===== config.mk =====
export PLATFORM = sky130hd
export DESIGN_NAME = telecommand_line_parser
export DESIGN_NICKNAME = d
export VERILOG_FILES = /design/src/hw/rtl/tlp_pkg.sv /design/src/hw/rtl/telecommand_line_parser.sv /design/src/hw/rtl/tlp_front.sv /design/src/hw/rtl/tlp_back.sv
export SDC_FILE = /design/constraint.sdc
export NUM_CORES = 1
export LEC_CHECK = 0
export BUFFER_PORTS_ARGS = -buffer_cell sky130_fd_sc_hd__buf_2
export CORE_ASPECT_RATIO = 1.1
export CORE_MARGIN = 1
export CORE_UTILIZATION = 50
export CTS_CLUSTER_DIAMETER = 50
export DETAILED_ROUTE_END_ITERATION = 16
export PLACE_DENSITY = 0.77
export SYNTH_ARGS = -nofsm -noshare
export SYNTH_HDL_FRONTEND = slang
export SYNTH_HIERARCHICAL = 1
export SYNTH_SLANG_ARGS = --single-unit

===== constraint.sdc =====
create_clock -name clk -period 7.79 [get_ports clk]
set_input_delay 0.779 -clock clk [delete_from_list [all_inputs] [get_ports clk]]
set_output_delay 0.779 -clock clk [all_outputs]
set_load 0.03 [all_outputs]

===== src/hw/rtl/tlp_pkg.sv =====
package tlp_pkg;

  // Field widths fixed by the interface.
  localparam int CHAR_BITS = 8;
  localparam int TEAM_BITS = 16;
  localparam int OUT_PRESSURE_BITS = 32;

  // Number ranges of the three numeric fields.
  localparam int PRESSURE_BITS = 32;
  localparam int TEAM_ID_BITS = 16;
  localparam int TIME_NUM_BITS = 8;

  // The accumulator holds the widest of the numeric fields.
  localparam int ACC_BITS_A = (PRESSURE_BITS > TEAM_ID_BITS) ? PRESSURE_BITS : TEAM_ID_BITS;
  localparam int ACC_BITS = (ACC_BITS_A > TIME_NUM_BITS) ? ACC_BITS_A : TIME_NUM_BITS;
  // Ten times the accumulator plus a digit needs four more bits.
  localparam int PROD_BITS = ACC_BITS + 4;

  // Largest legal value of each numeric field, at product width.
  localparam logic [PROD_BITS-1:0] LIM_TEAM =
    {{(PROD_BITS-TEAM_ID_BITS){1'b0}}, {TEAM_ID_BITS{1'b1}}};
  localparam logic [PROD_BITS-1:0] LIM_TIME =
    {{(PROD_BITS-TIME_NUM_BITS){1'b0}}, {TIME_NUM_BITS{1'b1}}};
  localparam logic [PROD_BITS-1:0] LIM_PRESSURE =
    {{(PROD_BITS-PRESSURE_BITS){1'b0}}, {PRESSURE_BITS{1'b1}}};

  // Range checks of the time value.
  localparam logic [ACC_BITS-1:0] HOURS_LIMIT = ACC_BITS'(24);
  localparam logic [ACC_BITS-1:0] MINSEC_LIMIT = ACC_BITS'(60);

  // Keyword buffer: eight bytes, length saturates one past the buffer.
  localparam int KW_BYTES = 8;
  localparam int KW_BITS = KW_BYTES * CHAR_BITS;
  localparam logic [3:0] KW_LEN_SAT = 4'(KW_BYTES + 1);

  // Keywords, first character in the low byte.
  localparam logic [KW_BITS-1:0] KW_CMD      = 64'h0000_0000_0044_4D43;
  localparam logic [KW_BITS-1:0] KW_CX       = 64'h0000_0000_0000_5843;
  localparam logic [KW_BITS-1:0] KW_ST       = 64'h0000_0000_0000_5453;
  localparam logic [KW_BITS-1:0] KW_SIM      = 64'h0000_0000_004D_4953;
  localparam logic [KW_BITS-1:0] KW_SIMP     = 64'h0000_0000_504D_4953;
  localparam logic [KW_BITS-1:0] KW_ON       = 64'h0000_0000_0000_4E4F;
  localparam logic [KW_BITS-1:0] KW_OFF      = 64'h0000_0000_0046_464F;
  localparam logic [KW_BITS-1:0] KW_ENABLE   = 64'h0000_454C_4241_4E45;
  localparam logic [KW_BITS-1:0] KW_DISABLE  = 64'h0045_4C42_4153_4944;
  localparam logic [KW_BITS-1:0] KW_ACTIVATE = 64'h4554_4156_4954_4341;

  localparam logic [3:0] KW_CMD_LEN      = 4'd3;
  localparam logic [3:0] KW_CX_LEN       = 4'd2;
  localparam logic [3:0] KW_ST_LEN       = 4'd2;
  localparam logic [3:0] KW_SIM_LEN      = 4'd3;
  localparam logic [3:0] KW_SIMP_LEN     = 4'd4;
  localparam logic [3:0] KW_ON_LEN       = 4'd2;
  localparam logic [3:0] KW_OFF_LEN      = 4'd3;
  localparam logic [3:0] KW_ENABLE_LEN   = 4'd6;
  localparam logic [3:0] KW_DISABLE_LEN  = 4'd7;
  localparam logic [3:0] KW_ACTIVATE_LEN = 4'd8;

  // Characters the front end classifies.
  localparam logic [CHAR_BITS-1:0] CH_ZERO  = 8'h30;
  localparam logic [CHAR_BITS-1:0] CH_NINE  = 8'h39;
  localparam logic [CHAR_BITS-1:0] CH_COMMA = 8'h2C;
  localparam logic [CHAR_BITS-1:0] CH_COLON = 8'h3A;

  // Command kinds (format keyword of the third field).
  localparam logic [1:0] FMT_CX   = 2'd0;
  localparam logic [1:0] FMT_ST   = 2'd1;
  localparam logic [1:0] FMT_SIM  = 2'd2;
  localparam logic [1:0] FMT_SIMP = 2'd3;

  // Simulation modes.
  localparam logic [1:0] SIM_ENABLE   = 2'd0;
  localparam logic [1:0] SIM_DISABLE  = 2'd1;
  localparam logic [1:0] SIM_ACTIVATE = 2'd2;

  // Queue between front and back.
  localparam int QDEPTH = 2;
  localparam int QPTR_BITS = $clog2(QDEPTH);
  localparam int QCNT_BITS = $clog2(QDEPTH + 1);

  // One classified character as it travels from front to back.
  typedef struct packed {
    logic [CHAR_BITS-1:0] code;
    logic                 last;
    logic                 is_digit;
    logic [3:0]           digit;
    logic                 is_comma;
    logic                 is_colon;
  } tlp_item_t;

endpackage


===== src/hw/rtl/telecommand_line_parser.sv =====
// The last character of a line passes through the queue and then the output register before
// the earliest transfer of its verdict.
// Throughput: one character per cycle while in_stall is low; the back end parses one a cycle.
// A line ending waits only while an earlier verdict still sits in the output register.
// A two-entry queue separates the input from the parser, so in_stall depends on it alone.
// Reset (rst_n low, synchronous) empties the queue, drops out_valid, clears the parse state
// and sets the team number to zero.
module telecommand_line_parser (
  input  logic                                  clk,
  input  logic                                  rst_n,
  input  logic                                  cfg_valid,
  output logic                                  cfg_ready,
  input  logic [tlp_pkg::TEAM_BITS-1:0]         cfg_team_number,
  input  logic                                  in_valid,
  output logic                                  in_stall,
  input  logic [tlp_pkg::CHAR_BITS-1:0]         in_char_code,
  input  logic                                  in_last_char,
  output logic                                  out_valid,
  input  logic                                  out_stall,
  output logic                                  out_accepted,
  output logic [1:0]                            out_command_kind,
  output logic                                  out_telemetry_on,
  output logic [4:0]                            out_hours,
  output logic [5:0]                            out_minutes,
  output logic [5:0]                            out_seconds,
  output logic [1:0]                            out_sim_mode,
  output logic [tlp_pkg::OUT_PRESSURE_BITS-1:0] out_pressure
);

  logic               q_valid;
  logic               q_pop;
  tlp_pkg::tlp_item_t q_item;

  // Front end: accepts and classifies characters into the queue.
  tlp_front u_front (
    .clk          (clk),
    .rst_n        (rst_n),
    .in_valid     (in_valid),
    .in_stall     (in_stall),
    .in_char_code (in_char_code),
    .in_last_char (in_last_char),
    .q_valid      (q_valid),
    .q_item       (q_item),
    .q_pop        (q_pop)
  );

  // Back end: parses the line and holds the verdict.
  tlp_back u_back (
    .clk              (clk),
    .rst_n            (rst_n),
    .cfg_valid        (cfg_valid),
    .cfg_ready        (cfg_ready),
    .cfg_team_number  (cfg_team_number),
    .q_valid          (q_valid),
    .q_item           (q_item),
    .q_pop            (q_pop),
    .out_valid        (out_valid),
    .out_stall        (out_stall),
    .out_accepted     (out_accepted),
    .out_command_kind (out_command_kind),
    .out_telemetry_on (out_telemetry_on),
    .out_hours        (out_hours),
    .out_minutes      (out_minutes),
    .out_seconds      (out_seconds),
    .out_sim_mode     (out_sim_mode),
    .out_pressure     (out_pressure)
  );

endmodule


===== src/hw/rtl/tlp_front.sv =====
module tlp_front (
  input  logic                          clk,
  input  logic                          rst_n,
  input  logic                          in_valid,
  output logic                          in_stall,
  input  logic [tlp_pkg::CHAR_BITS-1:0] in_char_code,
  input  logic                          in_last_char,
  output logic                          q_valid,
  output tlp_pkg::tlp_item_t            q_item,
  input  logic                          q_pop
);

  tlp_pkg::tlp_item_t                  item_in;
  tlp_pkg::tlp_item_t                  q_r [tlp_pkg::QDEPTH];
  logic [tlp_pkg::QPTR_BITS-1:0]       wr_ptr_r, wr_ptr_nxt;
  logic [tlp_pkg::QPTR_BITS-1:0]       rd_ptr_r, rd_ptr_nxt;
  logic [tlp_pkg::QCNT_BITS-1:0]       cnt_r, cnt_nxt;
  logic [tlp_pkg::CHAR_BITS-1:0]       digit_full;
  logic                                push;

  // Classify the incoming character once, on its way into the queue.
  always_comb begin
    digit_full        = in_char_code - tlp_pkg::CH_ZERO;
    item_in.code      = in_char_code;
    item_in.last      = in_last_char;
    item_in.is_digit  = (in_char_code >= tlp_pkg::CH_ZERO) &&
                        (in_char_code <= tlp_pkg::CH_NINE);
    item_in.digit     = digit_full[3:0];
    item_in.is_comma  = (in_char_code == tlp_pkg::CH_COMMA);
    item_in.is_colon  = (in_char_code == tlp_pkg::CH_COLON);
  end

  // The queue stalls the input only when every entry is taken.
  assign in_stall = (cnt_r == tlp_pkg::QCNT_BITS'(tlp_pkg::QDEPTH));
  assign push     = in_valid && !in_stall;
  assign q_valid  = (cnt_r != '0);
  assign q_item   = q_r[rd_ptr_r];

  // Pointer and fill count updates.
  always_comb begin
    wr_ptr_nxt = wr_ptr_r;
    rd_ptr_nxt = rd_ptr_r;
    if (push) begin
      wr_ptr_nxt = (wr_ptr_r == tlp_pkg::QPTR_BITS'(tlp_pkg::QDEPTH - 1)) ?
                   '0 : wr_ptr_r + 1'b1;
    end
    if (q_pop) begin
      rd_ptr_nxt = (rd_ptr_r == tlp_pkg::QPTR_BITS'(tlp_pkg::QDEPTH - 1)) ?
                   '0 : rd_ptr_r + 1'b1;
    end
    unique case ({push, q_pop})
      2'b10: begin
        cnt_nxt = cnt_r + 1'b1;
      end
      2'b01: begin
        cnt_nxt = cnt_r - 1'b1;
      end
      default: begin
        cnt_nxt = cnt_r;
      end
    endcase
  end

  always_ff @(posedge clk) begin
    if (!rst_n) begin
      wr_ptr_r <= '0;
      rd_ptr_r <= '0;
      cnt_r    <= '0;
    end else begin
      wr_ptr_r <= wr_ptr_nxt;
      rd_ptr_r <= rd_ptr_nxt;
      cnt_r    <= cnt_nxt;
    end
  end

  // Queue entries carry payload only.
  always_ff @(posedge clk) begin
    if (push) begin
      q_r[wr_ptr_r] <= item_in;
    end
  end

`ifndef SYNTHESIS
  a_cnt_bound: assert property (@(posedge clk) disable iff (!rst_n)
    cnt_r <= tlp_pkg::QCNT_BITS'(tlp_pkg::QDEPTH))
    else $error("queue count beyond depth");
  a_pop_nonempty: assert property (@(posedge clk) disable iff (!rst_n)
    q_pop |-> q_valid)
    else $error("pop from an empty queue");
  a_push_pop_hold: assert property (@(posedge clk) disable iff (!rst_n)
    (push && q_pop) |=> cnt_r == $past(cnt_r))
    else $error("simultaneous push and pop changed the count");
`endif

endmodule


===== src/hw/rtl/tlp_back.sv =====
module tlp_back (
  input  logic                                  clk,
  input  logic                                  rst_n,
  input  logic                                  cfg_valid,
  output logic                                  cfg_ready,
  input  logic [tlp_pkg::TEAM_BITS-1:0]         cfg_team_number,
  input  logic                                  q_valid,
  input  tlp_pkg::tlp_item_t                    q_item,
  output logic                                  q_pop,
  output logic                                  out_valid,
  input  logic                                  out_stall,
  output logic                                  out_accepted,
  output logic [1:0]                            out_command_kind,
  output logic                                  out_telemetry_on,
  output logic [4:0]                            out_hours,
  output logic [5:0]                            out_minutes,
  output logic [5:0]                            out_seconds,
  output logic [1:0]                            out_sim_mode,
  output logic [tlp_pkg::OUT_PRESSURE_BITS-1:0] out_pressure
);

  // Field positions within the line.
  localparam logic [2:0] FIELD_CMD   = 3'd0;
  localparam logic [2:0] FIELD_TEAM  = 3'd1;
  localparam logic [2:0] FIELD_FMT   = 3'd2;
  localparam logic [2:0] FIELD_VALUE = 3'd3;
  localparam logic [2:0] FIELD_DONE  = 3'd4;

  // Parts of the time value.
  localparam logic [1:0] TP_HOURS   = 2'd0;
  localparam logic [1:0] TP_MINUTES = 2'd1;
  localparam logic [1:0] TP_SECONDS = 2'd2;
  localparam logic [1:0] TP_DONE    = 2'd3;

  typedef struct packed {
    logic [2:0]                     fidx;
    logic [tlp_pkg::KW_BITS-1:0]    kw;
    logic [3:0]                     kwlen;
    logic [tlp_pkg::ACC_BITS-1:0]   acc;
    logic                           seen;
    logic                           stop;
    logic                           ovf;
    logic [1:0]                     fmt;
    logic                           rej;
    logic [1:0]                     tpart;
    logic [4:0]                     hh;
    logic [5:0]                     mm;
  } tlp_parse_t;

  tlp_parse_t                             st_r, st_nxt, s1, s2;
  logic [tlp_pkg::TEAM_BITS-1:0]          team_r;
  logic                                   out_valid_r;
  logic                                   out_accepted_r;
  logic [1:0]                             out_kind_r;
  logic                                   out_tel_r;
  logic [4:0]                             out_hours_r;
  logic [5:0]                             out_minutes_r;
  logic [5:0]                             out_seconds_r;
  logic [1:0]                             out_sim_r;
  logic [tlp_pkg::OUT_PRESSURE_BITS-1:0]  out_pressure_r;
  logic                                   res_accepted;
  logic [1:0]                             res_kind;
  logic                                   res_tel;
  logic [4:0]                             res_hours;
  logic [5:0]                             res_minutes;
  logic [5:0]                             res_seconds;
  logic [1:0]                             res_sim;
  logic [tlp_pkg::OUT_PRESSURE_BITS-1:0]  res_pressure;
  logic                                   out_free;

  // A keyword matches when both its length and its bytes agree.
  function automatic logic kw_is(tlp_parse_t s, logic [tlp_pkg::KW_BITS-1:0] word,
                                 logic [3:0] wlen);
    return (s.kwlen == wlen) && (s.kw == word);
  endfunction

  function automatic logic num_ok(tlp_parse_t s);
    return s.seen && !s.ovf;
  endfunction

  // Append one character to the keyword buffer.
  function automatic tlp_parse_t kw_char(tlp_parse_t s, logic [tlp_pkg::CHAR_BITS-1:0] c);
    tlp_parse_t r;
    r = s;
    for (int i = 0; i < tlp_pkg::KW_BYTES; i++) begin
      if (s.kwlen == 4'(i)) begin
        r.kw[tlp_pkg::CHAR_BITS*i +: tlp_pkg::CHAR_BITS] = c;
      end
    end
    if (s.kwlen != tlp_pkg::KW_LEN_SAT) begin
      r.kwlen = s.kwlen + 4'd1;
    end
    return r;
  endfunction

  // Take one character of a number: leading digits only, overflow rejects.
  function automatic tlp_parse_t num_char(tlp_parse_t s, logic dig, logic [3:0] d,
                                          logic [tlp_pkg::PROD_BITS-1:0] lim);
    tlp_parse_t                     r;
    logic [tlp_pkg::PROD_BITS-1:0]  wide;
    logic [tlp_pkg::PROD_BITS-1:0]  prod;
    r    = s;
    wide = {4'b0, s.acc};
    prod = (wide << 3) + (wide << 1) + {{(tlp_pkg::PROD_BITS-4){1'b0}}, d};
    if (!s.stop) begin
      if (!dig) begin
        r.stop = 1'b1;
      end else begin
        r.seen = 1'b1;
        if (!s.ovf) begin
          if (prod > lim) begin
            r.ovf = 1'b1;
          end else begin
            r.acc = prod[tlp_pkg::ACC_BITS-1:0];
          end
        end
      end
    end
    return r;
  endfunction

  // Close one part of the time value and check its range.
  function automatic tlp_parse_t finish_time_part(tlp_parse_t s);
    tlp_parse_t r;
    r = s;
    if (!num_ok(s)) begin
      r.rej = 1'b1;
    end else if (s.tpart == TP_HOURS) begin
      if (s.acc >= tlp_pkg::HOURS_LIMIT) begin
        r.rej = 1'b1;
      end else begin
        r.hh = s.acc[4:0];
      end
    end else begin
      if (s.acc >= tlp_pkg::MINSEC_LIMIT) begin
        r.rej = 1'b1;
      end else if (s.tpart == TP_MINUTES) begin
        r.mm = s.acc[5:0];
      end
    end
    // The seconds stay in the accumulator for the result.
    if (s.tpart == TP_HOURS || s.tpart == TP_MINUTES) begin
      r.acc  = '0;
      r.seen = 1'b0;
      r.stop = 1'b0;
      r.ovf  = 1'b0;
    end
    r.tpart = s.tpart + 2'd1;
    return r;
  endfunction

  // Close the current field and check it.
  function automatic tlp_parse_t finish_field(tlp_parse_t s,
                                              logic [tlp_pkg::TEAM_BITS-1:0] team);
    tlp_parse_t r;
    r = s;
    unique case (s.fidx)
      FIELD_CMD: begin
        if (!kw_is(s, tlp_pkg::KW_CMD, tlp_pkg::KW_CMD_LEN)) r.rej = 1'b1;
      end
      FIELD_TEAM: begin
        if (!num_ok(s) ||
            s.acc != {{(tlp_pkg::ACC_BITS-tlp_pkg::TEAM_BITS){1'b0}}, team}) begin
          r.rej = 1'b1;
        end
      end
      FIELD_FMT: begin
        priority if (kw_is(s, tlp_pkg::KW_CX, tlp_pkg::KW_CX_LEN)) begin
          r.fmt = tlp_pkg::FMT_CX;
        end else if (kw_is(s, tlp_pkg::KW_ST, tlp_pkg::KW_ST_LEN)) begin
          r.fmt = tlp_pkg::FMT_ST;
        end else if (kw_is(s, tlp_pkg::KW_SIM, tlp_pkg::KW_SIM_LEN)) begin
          r.fmt = tlp_pkg::FMT_SIM;
        end else if (kw_is(s, tlp_pkg::KW_SIMP, tlp_pkg::KW_SIMP_LEN)) begin
          r.fmt = tlp_pkg::FMT_SIMP;
        end else begin
          r.rej = 1'b1;
        end
      end
      default: begin
        unique case (s.fmt)
          tlp_pkg::FMT_CX: begin
            if (!kw_is(s, tlp_pkg::KW_ON, tlp_pkg::KW_ON_LEN) &&
                !kw_is(s, tlp_pkg::KW_OFF, tlp_pkg::KW_OFF_LEN)) r.rej = 1'b1;
          end
          tlp_pkg::FMT_ST: begin
            if (s.tpart != TP_DONE) r = finish_time_part(s);
            if (r.tpart != TP_DONE) r.rej = 1'b1;
          end
          tlp_pkg::FMT_SIM: begin
            if (!kw_is(s, tlp_pkg::KW_ENABLE, tlp_pkg::KW_ENABLE_LEN) &&
                !kw_is(s, tlp_pkg::KW_DISABLE, tlp_pkg::KW_DISABLE_LEN) &&
                !kw_is(s, tlp_pkg::KW_ACTIVATE, tlp_pkg::KW_ACTIVATE_LEN)) begin
              r.rej = 1'b1;
            end
          end
          default: begin
            if (!num_ok(s)) r.rej = 1'b1;
          end
        endcase
      end
    endcase
    // The value field stays in place for the result.
    if (s.fidx != FIELD_VALUE) begin
      r.kw    = '0;
      r.kwlen = '0;
      r.acc   = '0;
      r.seen  = 1'b0;
      r.stop  = 1'b0;
      r.ovf   = 1'b0;
    end
    r.fidx = s.fidx + 3'd1;
    return r;
  endfunction

  // Configuration writes are taken at any time.
  assign cfg_ready = 1'b1;

  // A character that ends a line needs a free output slot; others never wait.
  assign out_free = !out_valid_r || !out_stall;
  assign q_pop    = q_valid && (!q_item.last || out_free);

  // Step the parser by one character, then close the line on its last one.
  always_comb begin
    s1 = st_r;
    if (!st_r.rej && st_r.fidx != FIELD_DONE) begin
      priority if (q_item.is_comma) begin
        s1 = finish_field(st_r, team_r);
      end else if (st_r.fidx == FIELD_VALUE && st_r.fmt == tlp_pkg::FMT_ST) begin
        if (st_r.tpart != TP_DONE) begin
          if (q_item.is_colon) begin
            s1 = finish_time_part(st_r);
          end else begin
            s1 = num_char(st_r, q_item.is_digit, q_item.digit, tlp_pkg::LIM_TIME);
          end
        end
      end else if (st_r.fidx == FIELD_TEAM) begin
        s1 = num_char(st_r, q_item.is_digit, q_item.digit, tlp_pkg::LIM_TEAM);
      end else if (st_r.fidx == FIELD_VALUE && st_r.fmt == tlp_pkg::FMT_SIMP) begin
        s1 = num_char(st_r, q_item.is_digit, q_item.digit, tlp_pkg::LIM_PRESSURE);
      end else begin
        s1 = kw_char(st_r, q_item.code);
      end
    end
    s2 = s1;
    if (!s1.rej && s1.fidx != FIELD_DONE) begin
      if (s1.fidx == FIELD_VALUE) begin
        s2 = finish_field(s1, team_r);
      end else begin
        s2.rej = 1'b1;
      end
    end
    st_nxt = st_r;
    if (q_pop) begin
      st_nxt = q_item.last ? '0 : s1;
    end
  end

  // Verdict fields; anything that does not belong to the command reads zero.
  always_comb begin
    res_accepted = !s2.rej;
    res_kind     = '0;
    res_tel      = 1'b0;
    res_hours    = '0;
    res_minutes  = '0;
    res_seconds  = '0;
    res_sim      = '0;
    res_pressure = '0;
    if (!s2.rej) begin
      res_kind = s2.fmt;
      unique case (s2.fmt)
        tlp_pkg::FMT_CX: begin
          res_tel = kw_is(s2, tlp_pkg::KW_ON, tlp_pkg::KW_ON_LEN);
        end
        tlp_pkg::FMT_ST: begin
          res_hours   = s2.hh;
          res_minutes = s2.mm;
          res_seconds = s2.acc[5:0];
        end
        tlp_pkg::FMT_SIM: begin
          priority if (kw_is(s2, tlp_pkg::KW_ENABLE, tlp_pkg::KW_ENABLE_LEN)) begin
            res_sim = tlp_pkg::SIM_ENABLE;
          end else if (kw_is(s2, tlp_pkg::KW_DISABLE, tlp_pkg::KW_DISABLE_LEN)) begin
            res_sim = tlp_pkg::SIM_DISABLE;
          end else begin
            res_sim = tlp_pkg::SIM_ACTIVATE;
          end
        end
        default: begin
          res_pressure = s2.acc[tlp_pkg::OUT_PRESSURE_BITS-1:0];
        end
      endcase
    end
  end

  // Control state: parser, team number and output valid.
  always_ff @(posedge clk) begin
    if (!rst_n) begin
      st_r        <= '0;
      team_r      <= '0;
      out_valid_r <= 1'b0;
    end else begin
      st_r <= st_nxt;
      if (cfg_valid && cfg_ready) begin
        team_r <= cfg_team_number;
      end
      if (out_free) begin
        out_valid_r <= q_pop && q_item.last;
      end
    end
  end

  // Output register payload loads whenever the last character of a line is taken from the queue.
  always_ff @(posedge clk) begin
    if (q_pop && q_item.last) begin
      out_accepted_r <= res_accepted;
      out_kind_r     <= res_kind;
      out_tel_r      <= res_tel;
      out_hours_r    <= res_hours;
      out_minutes_r  <= res_minutes;
      out_seconds_r  <= res_seconds;
      out_sim_r      <= res_sim;
      out_pressure_r <= res_pressure;
    end
  end

  assign out_valid        = out_valid_r;
  assign out_accepted     = out_accepted_r;
  assign out_command_kind = out_kind_r;
  assign out_telemetry_on = out_tel_r;
  assign out_hours        = out_hours_r;
  assign out_minutes      = out_minutes_r;
  assign out_seconds      = out_seconds_r;
  assign out_sim_mode     = out_sim_r;
  assign out_pressure     = out_pressure_r;

`ifndef SYNTHESIS
  a_fidx_range: assert property (@(posedge clk) disable iff (!rst_n)
    st_r.fidx <= FIELD_DONE)
    else $error("field index beyond the last field");
  a_line_clear: assert property (@(posedge clk) disable iff (!rst_n)
    (q_pop && q_item.last) |=> st_r == '0)
    else $error("parser state not cleared after a line");
  a_time_range: assert property (@(posedge clk) disable iff (!rst_n)
    (out_valid_r && out_accepted_r && out_kind_r == tlp_pkg::FMT_ST) |->
    (out_hours_r < 5'd24 && out_minutes_r < 6'd60 && out_seconds_r < 6'd60))
    else $error("accepted time out of range");
  a_reject_zero: assert property (@(posedge clk) disable iff (!rst_n)
    (out_valid_r && !out_accepted_r) |->
    (out_kind_r == 2'd0 && !out_tel_r && out_hours_r == 5'd0 &&
     out_minutes_r == 6'd0 && out_seconds_r == 6'd0 && out_sim_r == 2'd0 &&
     out_pressure_r == '0))
    else $error("rejected verdict carries nonzero fields");
`endif

endmodule


==> impl_metrics.csv, run 1 <==
group,metric,value,unit
hold_path,hp-start,"in_last_char",
sta,period_minus_slack,7.454,ns
floorplanning,start_util,50.72,%
clocking,cts_sinks,223,
placement,io_buffer_count,86,
sta,grt_setup_unrepaired,"no",
sta,period_share,95.68,%
setup_path,start_kind,"flop",
routing,drt_iter0_drc,1563,
routing,antenna_left,0,
floorplanning,core-area,0.03140,mm2
sta,setup_viol,0,
routing,routed_wl,57040,um
synth,synth_ff_type,"dfxtp_1",
clocking,insertion_delay,0.57,ns
clocking,clk_pin_slew,0.06,ns
pwr,max-vdd-ir-drop,0.0006099,V
outcome,outcome,"finished, final reports clean",
routing,vias,15750,
routing,dr.pass1.iters,6,
synth,ys_seq_area_share,33.00,%
global_route,grt_pass1_wl,87130,um
synth,ys_warn_count,6,
pwr,power,4.179,mW
job,max_cap_violations,0,
global_route,antenna_found_initial,2,
floorplanning,die_h,189.2,um
setup_path,reg2reg_depth,21,
sta,fin_hold_ws,0.4108,ns
sta,fin_setup_tns,0,ns
synth,synth_cell_types,93,
setup_path,arrival,7.84,ns
sta,skew,0.02722,ns
clocking,cts-htree-levels,1,
synth,syn_inst,1904,
global_route,grt_overflow,0,
sta,slew_headroom,23.71,%
cells_and_area,final_common_cell,"nand2_1",
sta,drv_slew,0,
pwr,p_sw_share,40.65,%
pwr,p_int,2.480,mW
pwr,clockPowerShare,32.3,%
placement,hpwl,41180,um
pwr,p_per_area,236.6,mW/mm2
synth,synth_edf_count,79,
clocking,root_buffer,"clkbuf_16",
cells_and_area,final_core_util,56.27,%
cells_and_area,drive_gt1_share,12.58,%
placement,place_area,0.01667,mm2
sta,hold_viol,0,
setup_path,endpoint_kind,"flop",
synth,syn_area_per_cell,8.363,um2
clocking,cts_buffer_depth,3,
clocking,cts_made_buffers,29,
floorplanning,ioPinCount,88,
floorplanning,die_w,172.2,um
pwr,switchingPower,1.699,mW
pwr,seq_power_share,33.6,%
cells_and_area,mostFrequentLayoutCells,"nand2_1 (181), nor2_1 (149), dfxtp_1 (144)",
pwr,comb_power_share,34.1,%
setup_path,crit_fanout,17,
clocking,ctsHoldBuffers,0,
routing,avgRoutedWirePerCell,24.00,um
hold_path,min_path_cells,1,
global_route,grt_pass1_vias,15100,
hold_path,hold_path.class,"in -> reg",
cells_and_area,nets,2041,
clocking,cts_tree,"done",
synth,synth-async-reset-ratio,0,%
sta,worst_pin_slew,1.144,ns
routing,vias_per_cell,6.625,
pwr,power_leakage,6.650,nW
global_route,grt_use_total,34.70,%
floorplanning,die-area,0.03256,mm2
setup_path,required,8.18,ns
floorplanning,num_rows,68,
synth,mappedNetlistArea,0.01592,mm2
global_route,grt_max_degree,79,
placement,place.gp.congestion,1.025,
setup_path,criticalPathCategory,"reg -> reg",
setup_path,reg2reg_slack,0.34,ns
sta,max_freq,134.2,MHz
cells_and_area,syn2layout_area_growth,10.95,%
synth,syn-num-nets,2012,
routing,drc,0,
synth,synth-seq-cells,223,
hold_path,min_to,"u_front/q_r[0][7]",
cells_and_area,final_area,0.01767,mm2
setup_path,reg2reg_to,"u_back/out_hours[1]",
==> cells by family (layout without fill, tap and decap cells) <==
| kind of cell | after synthesis | after routing | synth area share [%] |
|---|---|---|---|
| DFF | 223 | 223 | 33.00 |
| buffers and inverters | 158 | 210 | 4.220 |
| other | 1 | 2 | 0.02355 |
| AOI/OAI and AO/OA | 504 | 504 | 21.00 |
| and+or+nand+nor | 809 | 809 | 27.44 |
| xor gates and xnor gates | 47 | 47 | 2.585 |
| muxes | 84 | 84 | 5.501 |
| adders and majority gates | 78 | 78 | 6.223 |
==> registers in the layout, summed over array words and instances, names as in the netlist, 2 cells and up, named ones only <==
name	cells
u_back/out_minutes	6
u_front/cnt_r	2
u_front/q_r	24
u_back/out_sim_mode	2
u_back/out_hours	5
u_back/out_command_kind	2
u_back/st_r	122
u_back/out_seconds	6
u_back/out_pressure	32
u_back/team_r	16
==> power by group through the flow <==
stage                     Clock [mW]  Combinational [mW]  Sequential (mW)
after global placement             0                1.36             1.42
final                           1.35                1.43             1.40
after global routing            1.41                1.50             1.42
after CTS                       1.37                1.38             1.40
after detailed placement           0                1.37             1.43
after floorplan                    0               0.792             1.56
==> worst max-delay path, stage by stage, from the launching register on <==
cell and delay, ns:
dfxtp_1 0.33, buf_4 0.21, mux2_2 0.51, ha_1 0.27, ha_1 0.22, fa_1 0.43, a211oi_1 0.33, o21ai_1 0.15
nor4b_1 0.20, or2_1 0.29, or3_1 0.38, a211oi_2 0.25, nand4_2 0.23, nor4_4 0.47, o21ai_2 0.20, a21o_1 0.38
a21oi_1 0.35, nand4_1 0.16, or4b_4 0.59, o41a_1 0.50, or2_1 0.49, a211oi_1 0.34
==> per-layer routing <==
layer	track usage [%]	up-vias	wire, um
met3	7.023	264	4801
met5	0	-	13
met2	55.68	890	25790
li1	-	7146	-
met4	28.32	2	5236
met1	39.75	7445	21210
==> repair_timing <==
action | in CTS | in global routing
gates resized for setup | 0 | 1
buffers inserted | 0 | 0
endpoints found under the setup margin | 0 | 2
==> stage by stage <==
| step | worst slack (ns) | instances |
|---|---|---|
| floorplan | 1.269 | 1904 |
| global placement | 0.5882 | 2322 |
| detailed placement | 0.3554 | 2322 |
| CTS | 0.3312 | 2376 |
| global route | 0.03360 | 2376 |
| finish | 0.3363 | 2377 |
==> layout make-up <==
type                            count  area [um2]
Tap cell                          420       525.5
Multi-Input combinational cell   1523       10030
Antenna cell                        1       2.502
Timing Repair Buffer              130       763.2
Inverter                           26       97.59
Clock buffer                       41       837.1
Sequential cell                   223        5255
Fill cell                        2838       13730
Clock inverter                     13       155.1
==> synth_stat cells (all sizes together), types with 51 or more instances <==
| library cell | count | area (um2) |
|---|---|---|
| ha | 76 | 950.9 |
| dfxtp | 144 | 2883 |
| nor2b | 118 | 738.2 |
| nor2 | 150 | 563.0 |
| a21oi | 104 | 535.5 |
| edfxtp | 79 | 2372 |
| a22oi | 95 | 713.2 |
| nand2 | 182 | 683.2 |
| nor3 | 51 | 265.3 |
| mux2i | 56 | 560.5 |
| o21ai | 131 | 663.1 |
| clkbuf | 100 | 375.4 |
==> how the worst max path moves through the flow <==
| stage | end | startpoint | slack, ns | cells past startpoint |
|---|---|---|---|---|
| 2_1_floorplan | u_back/out_hours[4] | flop | 1.27 | 23 |
| 3_3_place_gp | u_back/out_hours[1] | flop | 0.59 | 21 |
| 3_5_place_dp | u_back/out_hours[1] | flop | 0.36 | 21 |
| 4_1_cts | u_back/out_hours[2] | flop | 0.33 | 21 |
| 5_1_grt | u_back/out_hours[2] | flop | 0.03 | 21 |
| 6_report | u_back/out_hours[1] | flop | 0.34 | 21 |
No activity file was read; power rests on OpenSTA's default activity.
==> run 2, diff against run 1 <==
Settings changed: CAP_MARGIN from default to 10, PLACE_DENSITY 0.77 to 0.67.
Clock period 7.79 ns to 6.86 ns, I/O delays scaled along.
==> run 2 against run 1 <==
Non-clock buffer count increased by 53. Cell count up 2.1%. Setup slack lost 0.096 ns. Via count fell by 0.56%. Wire length is 6.1% higher. Sequential cell count is the same. Total power increased by 13%. Combinational power rose by 20%. Critical endpoint is now u_back/out_hours[3]. Largest power group unchanged.
==> impl_metrics.csv, run 2 (synthesis gave the netlist of run 1 again) <==
group,metric,value,unit
outcome,outcome,"finished, final reports clean",
routing,routed_wl,60550,um
pwr,power_leakage,6.858,nW
setup_path,reg2reg_slack,0.24,ns
floorplanning,start_util,50.72,%
cells_and_area,mostFrequentLayoutCells,"nand2_1 (181), nor2_1 (147), dfxtp_1 (144)",
global_route,grt_pass1_vias,15210,
hold_path,hold_path.class,"in -> reg",
routing,drc,0,
cells_and_area,final_common_cell,"nand2_1",
clocking,clk_pin_slew,0.06,ns
global_route,grt_use_total,37.32,%
cells_and_area,nets,2094,
clocking,cts_tree,"done",
clocking,root_buffer,"clkbuf_16",
sta,skew,0.01870,ns
floorplanning,num_rows,68,
setup_path,crit_fanout,12,
setup_path,required,7.22,ns
routing,vias_per_cell,6.449,
routing,vias,15660,
cells_and_area,syn2layout_area_growth,13.26,%
global_route,grt_max_degree,85,
setup_path,arrival,6.98,ns
pwr,p_per_area,261.4,mW/mm2
setup_path,endpoint_kind,"flop",
global_route,antenna_found_initial,1,
floorplanning,die_h,189.2,um
placement,placed_cells,2374,
global_route,grt_pass1_wl,91340,um
sta,hold_viol,0,
clocking,cts_made_buffers,29,
sta,setup_viol,0,
placement,hpwl,45450,um
clocking,cts-htree-levels,1,
floorplanning,die-area,0.03256,mm2
cells_and_area,fillers,2877,
cells_and_area,regArea,0.005255,mm2
cells_and_area,regMostFlops,"u_back/st_r",
floorplanning,die_w,172.2,um
clocking,cts_sinks,223,
cells_and_area,n_antenna_cell,0,
floorplanning,ioPinCount,88,
cells_and_area,finalNonFillerCells,2428,
routing,antenna_left,0,
cells_and_area,multiInputGateArea,0.01008,mm2
placement,place.gp.congestion,1.055,
routing,avgRoutedWirePerCell,24.94,um
sta,fin_setup_tns,0,ns
sta,period_share,96.49,%
setup_path,criticalPathCategory,"reg -> reg",
routing,dr.pass1.iters,6,
pwr,max-vdd-ir-drop,0.0005172,V
cells_and_area,drive_gt1_share,15.24,%
sta,drv_slew,0,
clocking,cts_buffer_depth,3,
clocking,insertion_delay,0.56,ns
sta,period_minus_slack,6.619,ns
global_route,grt_overflow,0,
sta,worst_pin_slew,0.9727,ns
routing,drt_iter0_drc,1442,
sta,slew_headroom,35.03,%
placement,io_buffer_count,86,
sta,max_freq,151.1,MHz
clocking,ctsHoldBuffers,0,
job,max_cap_violations,0,
cells_and_area,largest_reg_flops,122,
setup_path,start_kind,"flop",
floorplanning,core-area,0.03140,mm2
run 2: changes by cell type in the layout (fill, tap and decap cells not counted), moves of 3 or more:
| cell | change |
|---|---|
| clkinv_2 | +3 |
| buf_4 | +51 |
| a211oi_1 | -3 |
| a211oi_2 | +3 |
run 2: final timing paths:
kind	start	to	depth (start not counted)
setup reg to reg	flop	u_back/out_hours[3]	20
hold reg to reg	u_front/wr_ptr_r	u_front/wr_ptr_r	2
hold / removal	in_last_char	u_front/q_r[0][7]	1
setup / recovery	flop	u_back/out_hours[3]	20
run 2: routing by layer:
| layer | wire length (um) | global-route usage, % |
|---|---|---|
| met5 | 0 | 0 |
| met4 | 5253 | 29.34 |
| met3 | 3526 | 5.226 |
| met2 | 28750 | 61.90 |
| met1 | 23020 | 42.93 |
run 2: report_power, final:
part	internal, mW	switching (mW)	total, mW	leakage, nW
Combinational	0.420	1.29	1.71	4.51
Clock	0.804	0.612	1.42	0.435
Sequential	1.53	0.0602	1.59	1.92
Total	2.75	1.96	4.71	6.86
run 2: final cells by class:
| class | count | area share (%) |
|---|---|---|
| well taps | 420 | 2.914 |
| flip-flops and latches | 223 | 29.14 |
| repair buffers | 183 | 6.577 |
| multi-input cells | 1523 | 55.89 |
| clock inverters | 16 | 0.6938 |
| inverters | 26 | 0.5412 |
| clock buffers | 37 | 4.246 |
run 2: timing repair:
action | CTS | global route
pin swaps | 0 | 2
resized for setup | 4 | 7
buffers inserted | 0 | 1
setup endpoints to repair | 3 | 17
run 2: worst max-delay path, cell delays in order, from the launching register on:
cell and delay (ns):
dfxtp_1 0.38, mux2_2 0.38, fa_1 0.54, fa_2 0.44, a211oi_2 0.23, o21ai_1 0.14
nor4b_1 0.20, or2_1 0.29, or3_1 0.38, a211oi_2 0.29, nand4_4 0.20, nor4_4 0.30
buf_4 0.20, o21ai_2 0.12, a221oi_1 0.39, o21a_1 0.19, and4_1 0.21, or4b_4 0.51
o41a_1 0.41, or2_4 0.32, a211oi_2 0.29
run 2: metrics by stage:
stage | utilization (%) | instance area (um2) | worst slack (ns) | hold WS (ns) | power, mW
2_1_floorplan | - | 15920 | 0.3389 | 0.4583 | 2.666
3_3_place_gp | 54.42 | 17090 | 0.1355 | 0.4670 | 3.269
3_5_place_dp | 54.42 | 17090 | -0.009763 | 0.5005 | 3.273
4_1_cts | 57.31 | 17990 | 0.01884 | 0.3079 | 4.691
5_1_grt | 57.44 | 18030 | -0.009218 | 0.3093 | 4.893
6_report | 57.44 | 18030 | 0.2406 | 0.3205 | 4.714
==> run 3, diff against run 2 <==
Settings changed: ABC_AREA from default to 1.
==> run 3 against run 2 <==
The run now ends with design-rule violations left. Design area increased by 12%. Via count up 30%. Clock power is 24% higher. Sequential cell count unchanged. Critical path depth up 11. Cell count rose by 45%. Sequential share of layout area decreased by 3.2 points. Non-clock buffer count shrank 63. First-iteration DRC count is 32% higher. Register-to-register slack improved by 0.71 ns. Critical path type unchanged. Largest cell class unchanged.
==> impl_metrics.csv, run 3 <==
group,metric,value,unit
outcome,outcome,"complete, but fails checks",
outcome,violations,"design-rule violations",
cells_and_area,final_core_util,56.23,%
floorplanning,core-area,0.03608,mm2
floorplanning,die-area,0.03740,mm2
synth,ys_warn_count,6,
routing,drc,2,
synth,yosysMostFrequentCell,"nand2_1",
cells_and_area,syn2layout_area_growth,10.77,%
sta,grt_setup_unrepaired,"no",
pwr,power_leakage,9.445,nW
placement,io_buffer_count,86,
placement,placed_cells,3451,
clocking,clk_pin_slew,0.06,ns
sta,fin_ws,0.9502,ns
floorplanning,ioPinCount,88,
job,max_cap_violations,0,
routing,avgRoutedWirePerCell,20.77,um
synth,syn_inst,2952,
synth,synth_ff_type,"dfxtp_1",
sta,drv_slew,0,
synth,synth_top_family_by_area,"simple AND/OR/NAND/NOR gates",
cells_and_area,finalNonFillerCells,3513,
cells_and_area,nets,3108,
sta,period_minus_slack,5.910,ns
clocking,cts-htree-levels,2,
routing,dr.pass1.iters,14,
setup_path,cpMostUsedCell,"nand2_1",
synth,synth-async-reset-ratio,0,%
cells_and_area,final_common_cell,"nand2_1",
setup_path,cpPeakStageDelay,0.71,ns
routing,antenna_left,0,
clocking,root_buffer,"clkbuf_16",
synth,synth_compound_area_share,13.80,%
routing,vias,20290,
floorplanning,num_rows,73,
cells_and_area,n_antenna_cell,0,
global_route,grt_pass1_vias,19320,
setup_path,required,7.28,ns
synth,yosys-top-cells-count,"nand2_1 (871), inv_1 (425), nor2_1 (320), a21oi_1 (190), nand3_1 (181)",
clocking,cts_resized,0,
floorplanning,start_util,50.76,%
clocking,insertion_delay,0.56,ns
clocking,cts_sinks,223,
routing,drt_iter0_drc,1904,
synth,syn_area_per_cell,6.204,um2
setup_path,start_kind,"flop",
sta,fin_setup_tns,0,ns
synth,yosys.area.top_type,"nand2_1",
sta,period_share,86.15,%
cells_and_area,mostFrequentLayoutCells,"nand2_1 (871), inv_1 (423), nor2_1 (318)",
setup_path,arrival,6.33,ns
routing,vias_per_cell,5.774,
floorplanning,die_h,202.7,um
setup_path,reg2reg_to,"u_back/out_pressure[21]",
sta,setup_viol,0,
sta,skew,0.04321,ns
clocking,postCtsSetupRepairBufs,0,
hold_path,hold_path.class,"in -> reg",
placement,hpwl,55090,um
clocking,cts_made_buffers,34,
global_route,antenna_found_initial,0,
pwr,max-vdd-ir-drop,0.0003109,V
setup_path,crit_fanout,32,
global_route,grt_overflow,0,
synth,synth_area_leaders,"nand2_1 (18%), dfxtp_1 (16%), edfxtp_1 (13%)",
clocking,cts_buffer_depth,3,
hold_path,hp-start,"in_last_char",
sta,max_freq,169.2,MHz
synth,syn-num-nets,3060,
cells_and_area,fillers,3662,
synth,synth_xor_area_share,1.196,%
synth,synth-seq-cells,223,
synth,ys_seq_area_share,28.69,%
cells_and_area,largest_reg_flops,122,
floorplanning,die_w,184.5,um
placement,place.gp.congestion,1.006,
clocking,cts_tree,"done",
synth,muxShareOfSynthArea,0.9428,%
routing,routed_wl,72960,um
cells_and_area,regMostFlops,"u_back/st_r",
pwr,p_per_area,306.0,mW/mm2
placement,place_area,0.01914,mm2
setup_path,reg2reg_depth,31,
setup_path,reg2reg_slack,0.95,ns
setup_path,criticalPathCategory,"reg -> reg",
hold_path,min_path_cells,1,
synth,synth_cell_types,65,
clocking,ctsHoldBuffers,0,
synth,synth_edf_count,79,
global_route,grt_max_degree,71,
cells_and_area,final_area,0.02029,mm2
synth,mappedNetlistArea,0.01831,mm2
setup_path,r2r-start,"u_back/st_r[38]",
sta,worst_pin_slew,1.090,ns
sta,slew_headroom,27.04,%
global_route,grt_use_total,39.32,%
cells_and_area,drive_gt1_share,9.716,%
setup_path,slowest_stage,"dfxtp_1",
placement,dp_slack,1.167,ns
synth,synth_top_area_share,17.85,%
synth,synth_fa_ha_area_share,5.411,%
setup_path,endpoint_kind,"flop",
hold_path,min_to,"u_front/q_r[1][7]",
sta,hold_viol,0,
global_route,grt_pass1_wl,110600,um
synth,synth-simple-area-share,37.91,%
==> run 3: cell count changes after synthesis, sizes merged, moves of 56 or more <==
| cell | before | now |
|---|---|---|
| a21oi | 104 | 190 |
| a22oi | 95 | 9 |
| mux2i | 56 | 0 |
| inv | 25 | 449 |
| nor2 | 150 | 370 |
| nor2b | 118 | 0 |
| nand2 | 182 | 883 |
| nand3 | 49 | 185 |
==> run 3: cell type report <==
class	count	area (um2)	area share, %
Clock buffer	40	894.6	4.410
Clock inverter	22	252.7	1.246
Inverter	452	1698	8.370
Multi-Input combinational cell	2169	10880	53.62
Sequential cell	223	5255	25.91
Tap cell	487	609.3	3.004
Timing Repair Buffer	120	698.2	3.442
==> run 3: power by group <==
| group | switching [mW] | internal, mW | leakage [nW] | total [mW] |
|---|---|---|---|---|
| clock | 0.717 | 1.05 | 0.551 | 1.76 |
| sequential | 0.0902 | 1.57 | 1.92 | 1.66 |
| combinational | 2.15 | 0.631 | 6.97 | 2.78 |
| total | 2.96 | 3.25 | 9.45 | 6.21 |
==> run 3: worst max-delay path by stage <==
stage	from	endpoint	depth (start not counted)
2_1_floorplan	flop	u_back/out_pressure[11]	36
3_3_place_gp	flop	u_back/out_minutes[1]	28
3_5_place_dp	flop	u_back/out_pressure[21]	32
4_1_cts	u_back/st_r[38]	u_back/out_pressure[1]	31
5_1_grt	flop	u_back/out_minutes[0]	27
6_report	u_back/st_r[38]	u_back/out_pressure[21]	31
==> run 3: metal layers <==
metal  up-vias  GRT usage, %  part of all wire (%)
li1       9682             -                     -
met1      9241         41.76                    36
met2      1009         68.10                    48
met3       353         5.812                   6.8
met4         0         33.69                   9.6
met5         -             0                     0
==> run 3: critical path, delay by kind of cell, from the launching register on <==
family / cells / cell delay, ns
AOI/OAI and AO/OA: 2 / 0.55
adders and majority gates: 2 / 0.79
buffers and inverters: 4 / 0.72
DFF: 1 / 0.71
and+or+nand+nor: 23 / 2.95
==> run 3: cells by family (layout without fill, tap and decap cells) <==
logic type                 count (synthesis)  count (layout)
and+or+nand+nor                         1612            1612
buffers and inverters                    560             634
AOI/OAI and AO/OA                        441             441
DFF                                      223             223
adders and majority gates                 78              78
xor gates and xnor gates                  25              25
muxes                                     12              12
other                                      1               1
==> run 3: through the flow <==
step	power, mW	hold WS, ns
floorplan	3.458	0.4453
global placement	4.348	0.4542
detailed placement	4.364	0.4603
CTS	6.132	0.3351
global route	6.446	0.3437
finish	6.208	0.3501
